[src/dwt_pkg.sv]
// ----------------------------------------------------------------------------
// Delimited word tokenizer package
// Shared widths, register indexes and character constants.
// ----------------------------------------------------------------------------
package dwt_pkg;

   localparam int CSR_INDEX_W = 3;
   localparam int CSR_DATA_W  = 16;
   localparam int CHAR_W      = 8;
   localparam int COUNT_W     = 16;
   localparam int DELIM_REGS  = 4;

   localparam logic [CSR_INDEX_W-1:0] REG_DELIM_COUNT  = 3'd0;
   localparam logic [CSR_INDEX_W-1:0] REG_DELIM_A      = 3'd1;
   localparam logic [CSR_INDEX_W-1:0] REG_TARGET_INDEX = 3'd5;

   localparam logic [CHAR_W-1:0] SPACE_CHAR = 8'd32;

endpackage

[src/dwt_req_if.sv]
// ----------------------------------------------------------------------------
// Tokenizer input channel
// One character item per handshake with end-of-string marker.
// ----------------------------------------------------------------------------
interface dwt_req_if;
   logic                       valid;
   logic                       ready;
   logic [dwt_pkg::CHAR_W-1:0] char_byte;
   logic                       byte_valid;
   logic                       string_end;

   modport source (output valid, output char_byte, output byte_valid,
                   output string_end, input ready);
   modport sink   (input valid, input char_byte, input byte_valid,
                   input string_end, output ready);
endinterface

[src/dwt_rsp_if.sv]
// ----------------------------------------------------------------------------
// Tokenizer result channel
// One result item per string.
// ----------------------------------------------------------------------------
interface dwt_rsp_if;
   logic                        valid;
   logic                        ready;
   logic [dwt_pkg::COUNT_W-1:0] word_total;
   logic                        target_present;
   logic [dwt_pkg::COUNT_W-1:0] target_start;
   logic [dwt_pkg::COUNT_W-1:0] target_length;
   logic [dwt_pkg::COUNT_W-1:0] final_start;
   logic [dwt_pkg::COUNT_W-1:0] final_length;

   modport source (output valid, output word_total, output target_present,
                   output target_start, output target_length,
                   output final_start, output final_length, input ready);
   modport sink   (input valid, input word_total, input target_present,
                   input target_start, input target_length,
                   input final_start, input final_length, output ready);
endinterface

[src/dwt_csr_if.sv]
// ----------------------------------------------------------------------------
// Tokenizer configuration write channel
// Register index and write data.
// ----------------------------------------------------------------------------
interface dwt_csr_if;
   logic                            valid;
   logic                            ready;
   logic [dwt_pkg::CSR_INDEX_W-1:0] index;
   logic [dwt_pkg::CSR_DATA_W-1:0]  data;

   modport source (output valid, output index, output data, input ready);
   modport sink   (input valid, input index, input data, output ready);
endinterface

[src/dwt_delim_match.sv]
// ----------------------------------------------------------------------------
// Delimiter match
// Compares one character against the active delimiter registers, or against space when the delimiter count is zero.
// ----------------------------------------------------------------------------
module dwt_delim_match #(
   parameter int NUM_REGS = 4
) (
   input  logic [dwt_pkg::CHAR_W-1:0] char_byte,
   input  logic [2:0]                 delim_count,
   input  logic [dwt_pkg::CHAR_W-1:0] delims [NUM_REGS],
   output logic                       is_delim
);

   always_comb begin
      is_delim = 1'b0;
      if (delim_count == 3'd0) begin
         is_delim = (char_byte == dwt_pkg::SPACE_CHAR);
      end else begin
         for (int i = 0; i < NUM_REGS; i++) begin
            if ((3'(i) < delim_count) && (delims[i] == char_byte)) begin
               is_delim = 1'b1;
            end
         end
      end
   end

endmodule

[src/delimited_word_tokenizer.sv]
// ----------------------------------------------------------------------------
// Delimited word tokenizer
// Counts words in a byte stream and reports the selected and the last word.
// ----------------------------------------------------------------------------
// A string enters on req_ch one byte per item; the item with string_end set
// closes the string (its byte, if byte_valid, is the last character). One
// result item leaves on rsp_ch per string: word count, the target word's
// start and length, and the last word's start and length (1-based).
// Delimiters and the target word number are set on csr_ch, which is always
// ready; write them only while no string is in flight.
// A closing item is registered in the input register, then evaluated; its
// result is loaded into the result register. Throughput: one item per cycle
// unless a closing item waits on rsp_ch; the per-string counters update per item.
// When rsp_ch stalls, bytes inside a string keep flowing; the next closing
// item waits in the input register until the pending result is taken.
// Reset clears all string state and the result valid flag, sets the delimiter
// count to zero (space only), delimiters to space and the target word to one.
// ----------------------------------------------------------------------------
module delimited_word_tokenizer #(
   parameter int unsigned MAX_CHARS   = 65535,
   parameter int          DELIM_SLOTS = 4
) (
   input  logic       clock,
   input  logic       reset,
   dwt_req_if.sink    req_ch,
   dwt_rsp_if.source  rsp_ch,
   dwt_csr_if.sink    csr_ch
);

   localparam int NREG = (DELIM_SLOTS < dwt_pkg::DELIM_REGS) ? DELIM_SLOTS
                                                               : dwt_pkg::DELIM_REGS;
   localparam logic [dwt_pkg::COUNT_W-1:0] SAT_LIMIT =
      (MAX_CHARS < 32'd65535) ? dwt_pkg::COUNT_W'(MAX_CHARS) : 16'hFFFF;

   function automatic logic [dwt_pkg::COUNT_W-1:0] sat_inc(
      input logic [dwt_pkg::COUNT_W-1:0] v);
      sat_inc = (v < SAT_LIMIT) ? v + 16'd1 : SAT_LIMIT;
   endfunction

   // configuration
   logic [2:0]                  delim_count_ff;
   logic [dwt_pkg::CHAR_W-1:0]  delim_ff [NREG];
   logic [dwt_pkg::COUNT_W-1:0] target_index_ff;

   assign csr_ch.ready = 1'b1;

   always_ff @(posedge clock) begin
      if (reset) begin
         delim_count_ff  <= 3'd0;
         target_index_ff <= 16'd1;
         for (int i = 0; i < NREG; i++) begin
            delim_ff[i] <= dwt_pkg::SPACE_CHAR;
         end
      end else if (csr_ch.valid) begin
         if (csr_ch.index == dwt_pkg::REG_DELIM_COUNT) begin
            delim_count_ff <= csr_ch.data[2:0];
         end
         if (csr_ch.index == dwt_pkg::REG_TARGET_INDEX) begin
            target_index_ff <= csr_ch.data;
         end
         for (int i = 0; i < NREG; i++) begin
            if (csr_ch.index == dwt_pkg::REG_DELIM_A + dwt_pkg::CSR_INDEX_W'(i)) begin
               delim_ff[i] <= csr_ch.data[dwt_pkg::CHAR_W-1:0];
            end
         end
      end
   end

   // input register
   logic                       in_valid_ff;
   logic [dwt_pkg::CHAR_W-1:0] char_ff;
   logic                       bvalid_ff;
   logic                       end_ff;

   logic rsp_valid_ff;
   logic out_free;
   logic advance;

   assign out_free     = !rsp_valid_ff || rsp_ch.ready;
   assign advance      = in_valid_ff && (!end_ff || out_free);
   assign req_ch.ready = !in_valid_ff || advance;

   always_ff @(posedge clock) begin
      if (reset) begin
         in_valid_ff <= 1'b0;
      end else if (req_ch.ready) begin
         in_valid_ff <= req_ch.valid;
      end
   end

   always_ff @(posedge clock) begin
      if (req_ch.ready && req_ch.valid) begin
         char_ff   <= req_ch.char_byte;
         bvalid_ff <= req_ch.byte_valid;
         end_ff    <= req_ch.string_end;
      end
   end

   // per-string state
   logic [dwt_pkg::COUNT_W-1:0] pos_ff, words_ff, cur_start_ff, cur_len_ff;
   logic [dwt_pkg::COUNT_W-1:0] tbegin_ff, tlen_ff;
   logic                        inside_ff, hit_ff;

   logic [dwt_pkg::COUNT_W-1:0] pos_in, words_in, cur_start_in, cur_len_in;
   logic [dwt_pkg::COUNT_W-1:0] tbegin_in, tlen_in, words_inc, cur_len_inc;
   logic                        inside_in, hit_in;
   logic                        is_delim;

   dwt_delim_match #(
      .NUM_REGS (NREG)
   ) u_match (
      .char_byte   (char_ff),
      .delim_count (delim_count_ff),
      .delims      (delim_ff),
      .is_delim    (is_delim)
   );

   assign words_inc   = sat_inc(words_ff);
   assign cur_len_inc = sat_inc(cur_len_ff);

   always_comb begin
      pos_in       = pos_ff;
      words_in     = words_ff;
      cur_start_in = cur_start_ff;
      cur_len_in   = cur_len_ff;
      tbegin_in    = tbegin_ff;
      tlen_in      = tlen_ff;
      inside_in    = inside_ff;
      hit_in       = hit_ff;
      if (bvalid_ff) begin
         pos_in = sat_inc(pos_ff);
         if (is_delim) begin
            inside_in = 1'b0;
         end else if (!inside_ff) begin
            words_in     = words_inc;
            inside_in    = 1'b1;
            cur_start_in = pos_in;
            cur_len_in   = 16'd1;
            if (!hit_ff && (words_inc != words_ff) && (words_inc == target_index_ff)) begin
               hit_in    = 1'b1;
               tbegin_in = pos_in;
               tlen_in   = 16'd1;
            end
         end else begin
            cur_len_in = cur_len_inc;
            if (hit_ff && (words_ff == target_index_ff) && (cur_start_ff == tbegin_ff)) begin
               tlen_in = cur_len_inc;
            end
         end
      end
   end

   always_ff @(posedge clock) begin
      if (reset) begin
         pos_ff       <= '0;
         words_ff     <= '0;
         cur_start_ff <= '0;
         cur_len_ff   <= '0;
         tbegin_ff    <= '0;
         tlen_ff      <= '0;
         inside_ff    <= 1'b0;
         hit_ff       <= 1'b0;
      end else if (advance) begin
         if (end_ff) begin
            pos_ff       <= '0;
            words_ff     <= '0;
            cur_start_ff <= '0;
            cur_len_ff   <= '0;
            tbegin_ff    <= '0;
            tlen_ff      <= '0;
            inside_ff    <= 1'b0;
            hit_ff       <= 1'b0;
         end else begin
            pos_ff       <= pos_in;
            words_ff     <= words_in;
            cur_start_ff <= cur_start_in;
            cur_len_ff   <= cur_len_in;
            tbegin_ff    <= tbegin_in;
            tlen_ff      <= tlen_in;
            inside_ff    <= inside_in;
            hit_ff       <= hit_in;
         end
      end
   end

   // result register
   logic [dwt_pkg::COUNT_W-1:0] word_total_ff, target_start_ff, target_length_ff;
   logic [dwt_pkg::COUNT_W-1:0] final_start_ff, final_length_ff;
   logic                        target_present_ff;

   always_ff @(posedge clock) begin
      if (reset) begin
         rsp_valid_ff <= 1'b0;
      end else if (advance && end_ff) begin
         rsp_valid_ff <= 1'b1;
      end else if (rsp_ch.ready) begin
         rsp_valid_ff <= 1'b0;
      end
   end

   always_ff @(posedge clock) begin
      if (advance && end_ff) begin
         word_total_ff     <= words_in;
         target_present_ff <= hit_in;
         target_start_ff   <= hit_in ? tbegin_in : '0;
         target_length_ff  <= hit_in ? tlen_in : '0;
         final_start_ff    <= (words_in != '0) ? cur_start_in : '0;
         final_length_ff   <= (words_in != '0) ? cur_len_in : '0;
      end
   end

   assign rsp_ch.valid          = rsp_valid_ff;
   assign rsp_ch.word_total     = word_total_ff;
   assign rsp_ch.target_present = target_present_ff;
   assign rsp_ch.target_start   = target_start_ff;
   assign rsp_ch.target_length  = target_length_ff;
   assign rsp_ch.final_start    = final_start_ff;
   assign rsp_ch.final_length   = final_length_ff;

endmodule

[src/flat_wrapper.sv]
// flat-port wrapper written by rule: the top's interface ports become plain ports
module delimited_word_tokenizer_flat 
#(
   parameter int unsigned MAX_CHARS   = 65535,
   parameter int          DELIM_SLOTS = 4
)
  (clock, reset, req_ch_valid, req_ch_char_byte, req_ch_byte_valid, req_ch_string_end, req_ch_ready, rsp_ch_valid, rsp_ch_word_total, rsp_ch_target_present, rsp_ch_target_start, rsp_ch_target_length, rsp_ch_final_start, rsp_ch_final_length, rsp_ch_ready, csr_ch_valid, csr_ch_index, csr_ch_data, csr_ch_ready);
  dwt_req_if req_ch_i ();
  dwt_rsp_if rsp_ch_i ();
  dwt_csr_if csr_ch_i ();
  input  logic clock;
  input  logic reset;
  input wire logic [$bits(req_ch_i.valid)-1:0] req_ch_valid;
  input wire logic [$bits(req_ch_i.char_byte)-1:0] req_ch_char_byte;
  input wire logic [$bits(req_ch_i.byte_valid)-1:0] req_ch_byte_valid;
  input wire logic [$bits(req_ch_i.string_end)-1:0] req_ch_string_end;
  output wire logic [$bits(req_ch_i.ready)-1:0] req_ch_ready;
  output wire logic [$bits(rsp_ch_i.valid)-1:0] rsp_ch_valid;
  output wire logic [$bits(rsp_ch_i.word_total)-1:0] rsp_ch_word_total;
  output wire logic [$bits(rsp_ch_i.target_present)-1:0] rsp_ch_target_present;
  output wire logic [$bits(rsp_ch_i.target_start)-1:0] rsp_ch_target_start;
  output wire logic [$bits(rsp_ch_i.target_length)-1:0] rsp_ch_target_length;
  output wire logic [$bits(rsp_ch_i.final_start)-1:0] rsp_ch_final_start;
  output wire logic [$bits(rsp_ch_i.final_length)-1:0] rsp_ch_final_length;
  input wire logic [$bits(rsp_ch_i.ready)-1:0] rsp_ch_ready;
  input wire logic [$bits(csr_ch_i.valid)-1:0] csr_ch_valid;
  input wire logic [$bits(csr_ch_i.index)-1:0] csr_ch_index;
  input wire logic [$bits(csr_ch_i.data)-1:0] csr_ch_data;
  output wire logic [$bits(csr_ch_i.ready)-1:0] csr_ch_ready;
  assign req_ch_i.valid = req_ch_valid;
  assign req_ch_i.char_byte = req_ch_char_byte;
  assign req_ch_i.byte_valid = req_ch_byte_valid;
  assign req_ch_i.string_end = req_ch_string_end;
  assign req_ch_ready = req_ch_i.ready;
  assign rsp_ch_valid = rsp_ch_i.valid;
  assign rsp_ch_word_total = rsp_ch_i.word_total;
  assign rsp_ch_target_present = rsp_ch_i.target_present;
  assign rsp_ch_target_start = rsp_ch_i.target_start;
  assign rsp_ch_target_length = rsp_ch_i.target_length;
  assign rsp_ch_final_start = rsp_ch_i.final_start;
  assign rsp_ch_final_length = rsp_ch_i.final_length;
  assign rsp_ch_i.ready = rsp_ch_ready;
  assign csr_ch_i.valid = csr_ch_valid;
  assign csr_ch_i.index = csr_ch_index;
  assign csr_ch_i.data = csr_ch_data;
  assign csr_ch_ready = csr_ch_i.ready;
  delimited_word_tokenizer #(.MAX_CHARS(MAX_CHARS), .DELIM_SLOTS(DELIM_SLOTS)) u_core (.clock(clock), .reset(reset), .req_ch(req_ch_i), .rsp_ch(rsp_ch_i), .csr_ch(csr_ch_i));
endmodule
[config.mk]
export PLATFORM = sky130hd
export DESIGN_NAME = delimited_word_tokenizer_flat
export DESIGN_NICKNAME = d
export VERILOG_FILES = /design/src/dwt_pkg.sv /design/src/dwt_req_if.sv /design/src/dwt_rsp_if.sv /design/src/dwt_csr_if.sv /design/src/dwt_delim_match.sv /design/src/delimited_word_tokenizer.sv /design/src/flat_wrapper.sv
export SDC_FILE = /design/constraint.sdc
export NUM_CORES = 1
export LEC_CHECK = 0
export BUFFER_PORTS_ARGS = -buffer_cell sky130_fd_sc_hd__buf_2
export CAP_MARGIN = 5
export CORE_ASPECT_RATIO = 1.2
export CORE_MARGIN = 5
export CORE_UTILIZATION = 64
export DETAILED_ROUTE_END_ITERATION = 7
export PLACE_DENSITY = 0.9
export SLEW_MARGIN = 20
export SYNTH_ARGS = -nofsm -noshare
export SYNTH_HDL_FRONTEND = slang
export SYNTH_HIERARCHICAL = 1
export SYNTH_SLANG_ARGS = --single-unit
[constraint.sdc]
create_clock -name clock -period 9.3 [get_ports clock]
set_input_delay 2.79 -clock clock [delete_from_list [all_inputs] [get_ports clock]]
set_output_delay 2.79 -clock clock [all_outputs]
set_load 0.005 [all_outputs]
==> Yosys cells after proc, flatten, opt, wreduce, memory -nomap -nowiden <==
Index checks and enable logic that the tools add are counted.
{ "word_totals": {"out_inout_bits": 84, "register_bits": 242, "wordCells": 122, "in_bits": 34} }
{ "op_classes": {"add_sub_neg": 3, "muxes": 43, "n_eq_ne": 14, "reduce_logical": 30, "magnitude_cmp": 7} }
{ "op_table": {"columns": ["cell", "n"], "rows": [
  ["two-way mux 16 bit", 28],
  ["adder 16 x 1 -> 16 bit, second input constant", 3],
  ["== test 16 bit", 3],
  ["< comparator 16 bit, second input constant", 3],
  ["== test 8 bit", 4],
  ["!= test 16 bit", 1],
  ["nonzero test 16 bit", 1],
  ["two-way mux 1 bit", 15],
  ["AND reduction 2 bit", 7],
  ["logical AND 1 bit", 11],
  ["== test 8 x 6 -> 1 bit, second input constant", 1],
  ["== test 3 x 2 -> 1 bit, second input constant", 2],
  ["== test 3 bit, second input constant", 2],
  ["zero test 3 bit", 2],
  ["< comparator 1 x 3 -> 1 bit, first input constant", 2],
  ["< comparator 2 x 3 -> 1 bit, first input constant", 2],
  ["zero test 1 bit", 4],
  ["nonzero test 2 bit", 2],
  ["== test 3 x 1 -> 1 bit, second input constant", 1],
  ["logical OR 1 bit", 3]
]} }

==> Longest topological paths before layout <==
{ "logic_depth": {"word_depth": 10, "depth_mapped": 18, "ltp_nobuf": 14} }

==> By module <==
Netlist, hierarchy kept.
{ "by_module_without_submodules": {"columns": ["mod", "seq_area_each_um2", "instances", "cells_per_inst", "area_per_inst_um2"], "rows": [
  ["delimited_word_tokenizer", 5755.5, 1, 1208, 11182.0],
  ["dwt_delim_match", 0.0, 1, 58, 442.9]
]} }

==> Worst setup path before layout <==
Ideal clock, no wire load.
{ "synth_path": {"path_type": "in2out", "from": "in rsp_ch_ready", "to": "out req_ch_ready", "arrival_ps": 3104, "n_path_buf": 0, "required_time_ps": 6510, "stages": 2, "setup_slack_ps": 3406, "path_cell_list": "nor2b_1 nand3_1"} }
{ "synth_via": {"elab_chain_len": 4} }
{ "synth_lines": {"columns": ["element", "line", "source"], "rows": [
  ["start: declaration", "flat_wrapper.sv:25", "input wire logic [$bits(rsp_ch_i.ready)-1:0] rsp_ch_ready;"],
  ["logical OR 1 bit", "delimited_word_tokenizer.sv:79", "assign out_free = !rsp_valid_ff || rsp_ch.ready;"],
  ["logical OR 1 bit", "delimited_word_tokenizer.sv:80", "assign advance = in_valid_ff && (!end_ff || out_free);"],
  ["logical AND 1 bit", "delimited_word_tokenizer.sv:80", null],
  ["logical OR 1 bit", "delimited_word_tokenizer.sv:81", "assign req_ch.ready = !in_valid_ff || advance;"],
  ["end: declaration", "flat_wrapper.sv:17", "output wire logic [$bits(req_ch_i.ready)-1:0] req_ch_ready;"]
]} }
No other way between the ends.

==> Final worst setup path <==
Ends and elaborated chain as after synthesis.

==> run_summary.xml <==
<?xml version="1.0" encoding="UTF-8"?>
<metrics>
  <group name="die">
    <metric name="core_area" unit="um2">18040</metric>
    <metric name="row_count" unit="">54</metric>
    <metric name="ioPinCount" unit="">118</metric>
    <metric name="vertical_extent_of_the_die" unit="um">157.6</metric>
    <metric name="dieWidth" unit="um">133.0</metric>
    <metric name="die-area" unit="um2">20970</metric>
    <metric name="starting_density_of_the_core" unit="%">64.44</metric>
  </group>
  <group name="placed_design">
    <metric name="placement.io_buffers" unit="">116</metric>
    <metric name="area_post_placement" unit="um2">12120</metric>
    <metric name="gpl.final_weighted_congestion" unit="">0.9431</metric>
    <metric name="detailedPlacementHpwl" unit="um">20250</metric>
    <metric name="placement.setup.worst_slack" unit="ps">3097</metric>
  </group>
  <group name="clocking">
    <metric name="htreeDepth" unit="">1</metric>
    <metric name="cts.root.buffer_cell" unit="">clkbuf_16</metric>
    <metric name="clock_tree.buffer_depth" unit="">3</metric>
    <metric name="clock-sinks" unit="">242</metric>
    <metric name="cts_tree" unit="">built</metric>
    <metric name="cts_buffers" unit="">23</metric>
    <metric name="clk-insertion-delay-late" unit="ps">520</metric>
    <metric name="postCtsSetupRepairBufs" unit="">0</metric>
    <metric name="ctsResizeCount" unit="">0</metric>
    <metric name="cts.clk_slew.worst_paths" unit="ps">60</metric>
    <metric name="holdBufCountCts" unit="">0</metric>
  </group>
  <group name="grt">
    <metric name="grt_pass1_vias" unit="">9659</metric>
    <metric name="wire_length_of_the_first_global_routing_pass" unit="um">48980</metric>
    <metric name="met2_track_demand_over_resource_in_global_routing" unit="%">49.73</metric>
    <metric name="antenna_violations_before_repair" unit="">0</metric>
    <metric name="largest_net_degree_at_the_start_of_global_routing" unit="">115</metric>
    <metric name="global_route.usage.total" unit="%">28.55</metric>
    <metric name="grt.busiest_layer" unit="">met2</metric>
    <metric name="met3_usage" unit="%">4.196</metric>
    <metric name="grtUsageMet1" unit="%">33.85</metric>
    <metric name="grt_overflow_total" unit="">0</metric>
  </group>
  <group name="timing">
    <metric name="relSlewSlack" unit="%">22.76</metric>
    <metric name="fin_max_slew_vios" unit="">0</metric>
    <metric name="final_hold_slack" unit="ps">466.2</metric>
    <metric name="fin_tns_setup" unit="ps">0</metric>
    <metric name="finalCritPeriodShare" unit="%">66.76</metric>
    <metric name="report.final.hold_viol_count" unit="">0</metric>
    <metric name="worst-slew-pin-transition" unit="ps">1151</metric>
    <metric name="timing.clock.skew" unit="ps">18.13</metric>
    <metric name="layout_min_cycle_time" unit="ps">6209</metric>
    <metric name="setup_ws" unit="ps">3091</metric>
    <metric name="rsz_0062_raised_after_global_routing" unit="">false</metric>
    <metric name="maximum_operating_frequency" unit="GHz">0.1611</metric>
    <metric name="finalSetupViolCount" unit="">0</metric>
  </group>
  <group name="synth">
    <metric name="synth_warnings" unit="">6</metric>
    <metric name="synth_largest_type_area_fraction" unit="%">26.00</metric>
    <metric name="synth_top_area_cell" unit="">dfxtp_1</metric>
    <metric name="ys_async_sr_fraction" unit="%">0</metric>
    <metric name="post_synth_instance_area" unit="um2">11620</metric>
    <metric name="synth_edf_count" unit="">91</metric>
    <metric name="synth-compound-area-share" unit="%">16.81</metric>
    <metric name="post_synth_inst_count" unit="">1266</metric>
    <metric name="synth_area_per_inst" unit="um2">9.182</metric>
    <metric name="synth_seq_area_share" unit="%">49.51</metric>
    <metric name="fraction_of_the_mapped_netlist_area_in_simple_logic_gates" unit="%">20.15</metric>
    <metric name="netlist_top_cells_area" unit="">dfxtp_1 26%, edfxtp_1 24%, nand2_1 5.4%</metric>
    <metric name="postSynthRegisterBits" unit="">242</metric>
    <metric name="synth.net_count" unit="">1303</metric>
    <metric name="synth_mux_area_share" unit="%">1.518</metric>
    <metric name="synthXorXnorAreaFrac" unit="%">7.233</metric>
    <metric name="synth_flop_cell" unit="">dfxtp_1</metric>
    <metric name="share_of_synthesized_cell_area_in_full_adder_half_adder_and_majority_cells" unit="%">0.3229</metric>
    <metric name="synth_top_family_by_area" unit="">simple AND/OR/NAND/NOR gates</metric>
    <metric name="ys_types" unit="">67</metric>
  </group>
  <group name="power_and_ir_drop">
    <metric name="cellPowerDensity" unit="nW/um2">169.0</metric>
    <metric name="p_leak" unit="nW">5.076</metric>
    <metric name="ir_drop" unit="V">0.0001897</metric>
  </group>
  <group name="detailed_routing">
    <metric name="route.detailed.vias_per_inst" unit="">6.502</metric>
    <metric name="dr_total_vias" unit="">10111</metric>
    <metric name="count_of_routing_violations_after_the_opening_detailed_route_iteration" unit="">1297</metric>
    <metric name="drt-pass1-iter-count" unit="">6</metric>
    <metric name="wl_per_cell" unit="um">19.84</metric>
    <metric name="final_antenna_net_count" unit="">0</metric>
    <metric name="drcViolationCount" unit="">0</metric>
    <metric name="drt_wl_total" unit="um">30850</metric>
  </group>
  <group name="final_layout">
    <metric name="areaGrowthSynthToFinish" unit="%">10.85</metric>
    <metric name="layout.cells.most_common_list" unit="">167 x nand2_1, 151 x dfxtp_1, 144 x nor2_1, 115 x buf_2, 91 x edfxtp_1</metric>
    <metric name="finalNetCount" unit="">1351</metric>
    <metric name="antenna_cells_inserted" unit="">0</metric>
    <metric name="finish.instance_area" unit="um2">12890</metric>
    <metric name="multi_input_area" unit="um2">5373</metric>
    <metric name="mostFrequentLayoutCell" unit="">nand2_1</metric>
    <metric name="final_layout_size_suffix_gt1_share" unit="%">13.45</metric>
    <metric name="final.fill_count" unit="">1246</metric>
    <metric name="area.sequential" unit="um2">5756</metric>
    <metric name="fin_util" unit="%">71.43</metric>
  </group>
  <group name="setup_path">
    <metric name="cp_slowest_cell" unit="">nor2b_1</metric>
    <metric name="list_of_cells_traversed_by_the_critical_path" unit="">buf_2 &gt; nor2b_1 &gt; nand3_1 &gt; buf_2</metric>
    <metric name="end_kind" unit="">output pin</metric>
    <metric name="crit_path_max_fanout" unit="">4</metric>
    <metric name="crit_arrival" unit="ps">3420</metric>
    <metric name="cp.required" unit="ps">6510</metric>
    <metric name="cp_slowest_stage_delay" unit="ps">230</metric>
    <metric name="cp-start-kind" unit="">primary input</metric>
    <metric name="timing_worst_setup_path_type" unit="">primary input to output pin</metric>
    <metric name="critical_path.most_common_cell" unit="">buf_2</metric>
  </group>
  <group name="flow_run">
    <metric name="drv_cap" unit="">0</metric>
  </group>
  <group name="status">
    <metric name="status" unit="">finished clean</metric>
  </group>
  <group name="hold_path">
    <metric name="hp-class" unit="">flip-flop to flip-flop</metric>
  </group>
</metrics>
-- path summary, 6_finish.rpt --
kind	endpoint	slack, ps	cells after the start	start
max	req_ch_ready	3090	4	rsp_ch_ready
min reg2reg	u_core/delim_ff[19]$_SDFFE_PP0P_	470	2	u_core/delim_ff[19]$_SDFFE_PP0P_
min	u_core/delim_ff[19]$_SDFFE_PP0P_	470	2	u_core/delim_ff[19]$_SDFFE_PP0P_
max reg2reg	u_core/rsp_ch.final_start[15]$_SDFFCE_PN0P_	4170	14	u_core/char_ff[6]$_DFFE_PP_
-- synth_stat cells, types with 14 or more instances --
cell	n
and3_1	16
a22o_1	30
dfxtp_1	151
nor4_1	16
o21ai_0	20
xor2_1	62
a22oi_1	69
a21oi_1	87
edfxtp_1	91
clkbuf_1	68
a211oi_1	15
o21ai_1	14
inv_1	20
buf_2	20
a31oi_1	15
nor2b_1	17
nand3_1	32
xnor2_1	34
nand4_1	18
nor2_1	147
nand2_1	167
nor3_1	22
-- cell type report --
| cell class | count | share of cell area, % |
|---|---|---|
| well taps | 224 | 2.175 |
| inverters | 20 | 0.5826 |
| clock buffers | 35 | 5.214 |
| multi-input cells | 903 | 41.69 |
| repair buffers | 124 | 5.175 |
| flip-flops and latches | 242 | 44.66 |
| clock inverters | 7 | 0.4952 |
-- through the flow --
step	instances	power [mW]
6_report	1555	2.178
5_1_grt	1555	2.240
4_1_cts	1554	2.186
3_5_place_dp	1512	1.277
3_3_place_gp	1512	1.274
2_1_floorplan	1266	1.232
-- sequential cells by signal (all words and copies together), names as in the netlist, 16 cells and up --
register and cells:
u_core/cur_len_ff 16, u_core/cur_start_ff 16, u_core/delim_ff 32, u_core/tlen_ff 16, u_core/target_index_ff 16, u_core/rsp_ch.target_start 16, u_core/rsp_ch.final_length 16, u_core/rsp_ch.target_length 16
u_core/pos_ff 16, u_core/rsp_ch.final_start 16, u_core/tbegin_ff 16, u_core/words_ff 16, u_core/rsp_ch.word_total 16
-- per-layer routing --
metal / vias up / wire [um] / share of wire, %
met2: 690 / 15110 / 49
li1: 4601 / - / -
met5: - / 0 / 0
met4: 0 / 1702 / 5.5
met3: 140 / 2881 / 9.3
met1: 4680 / 11150 / 36
-- where the power goes --
part           switching (mW)  internal [mW]  total (mW)
logic                  0.0938         0.0393       0.133
clock network           0.390          0.528       0.917
registers              0.0156           1.11        1.13
-- worst max-delay path, delay by kind of cell --
family | cells | cell delay (ps)
AND/OR/NAND/NOR | 2 | 370
buffers and inverters | 2 | 260
-- logic make-up after synthesis --
kind of cell / count (synthesis)
and+or+nand+nor: 494
DFF: 242
muxes: 17
xor gates and xnor gates: 96
buffers and inverters: 121
other: 1
AOI/OAI and AO/OA: 292
adders and majority gates: 3
(Power assumes the default switching activity.)
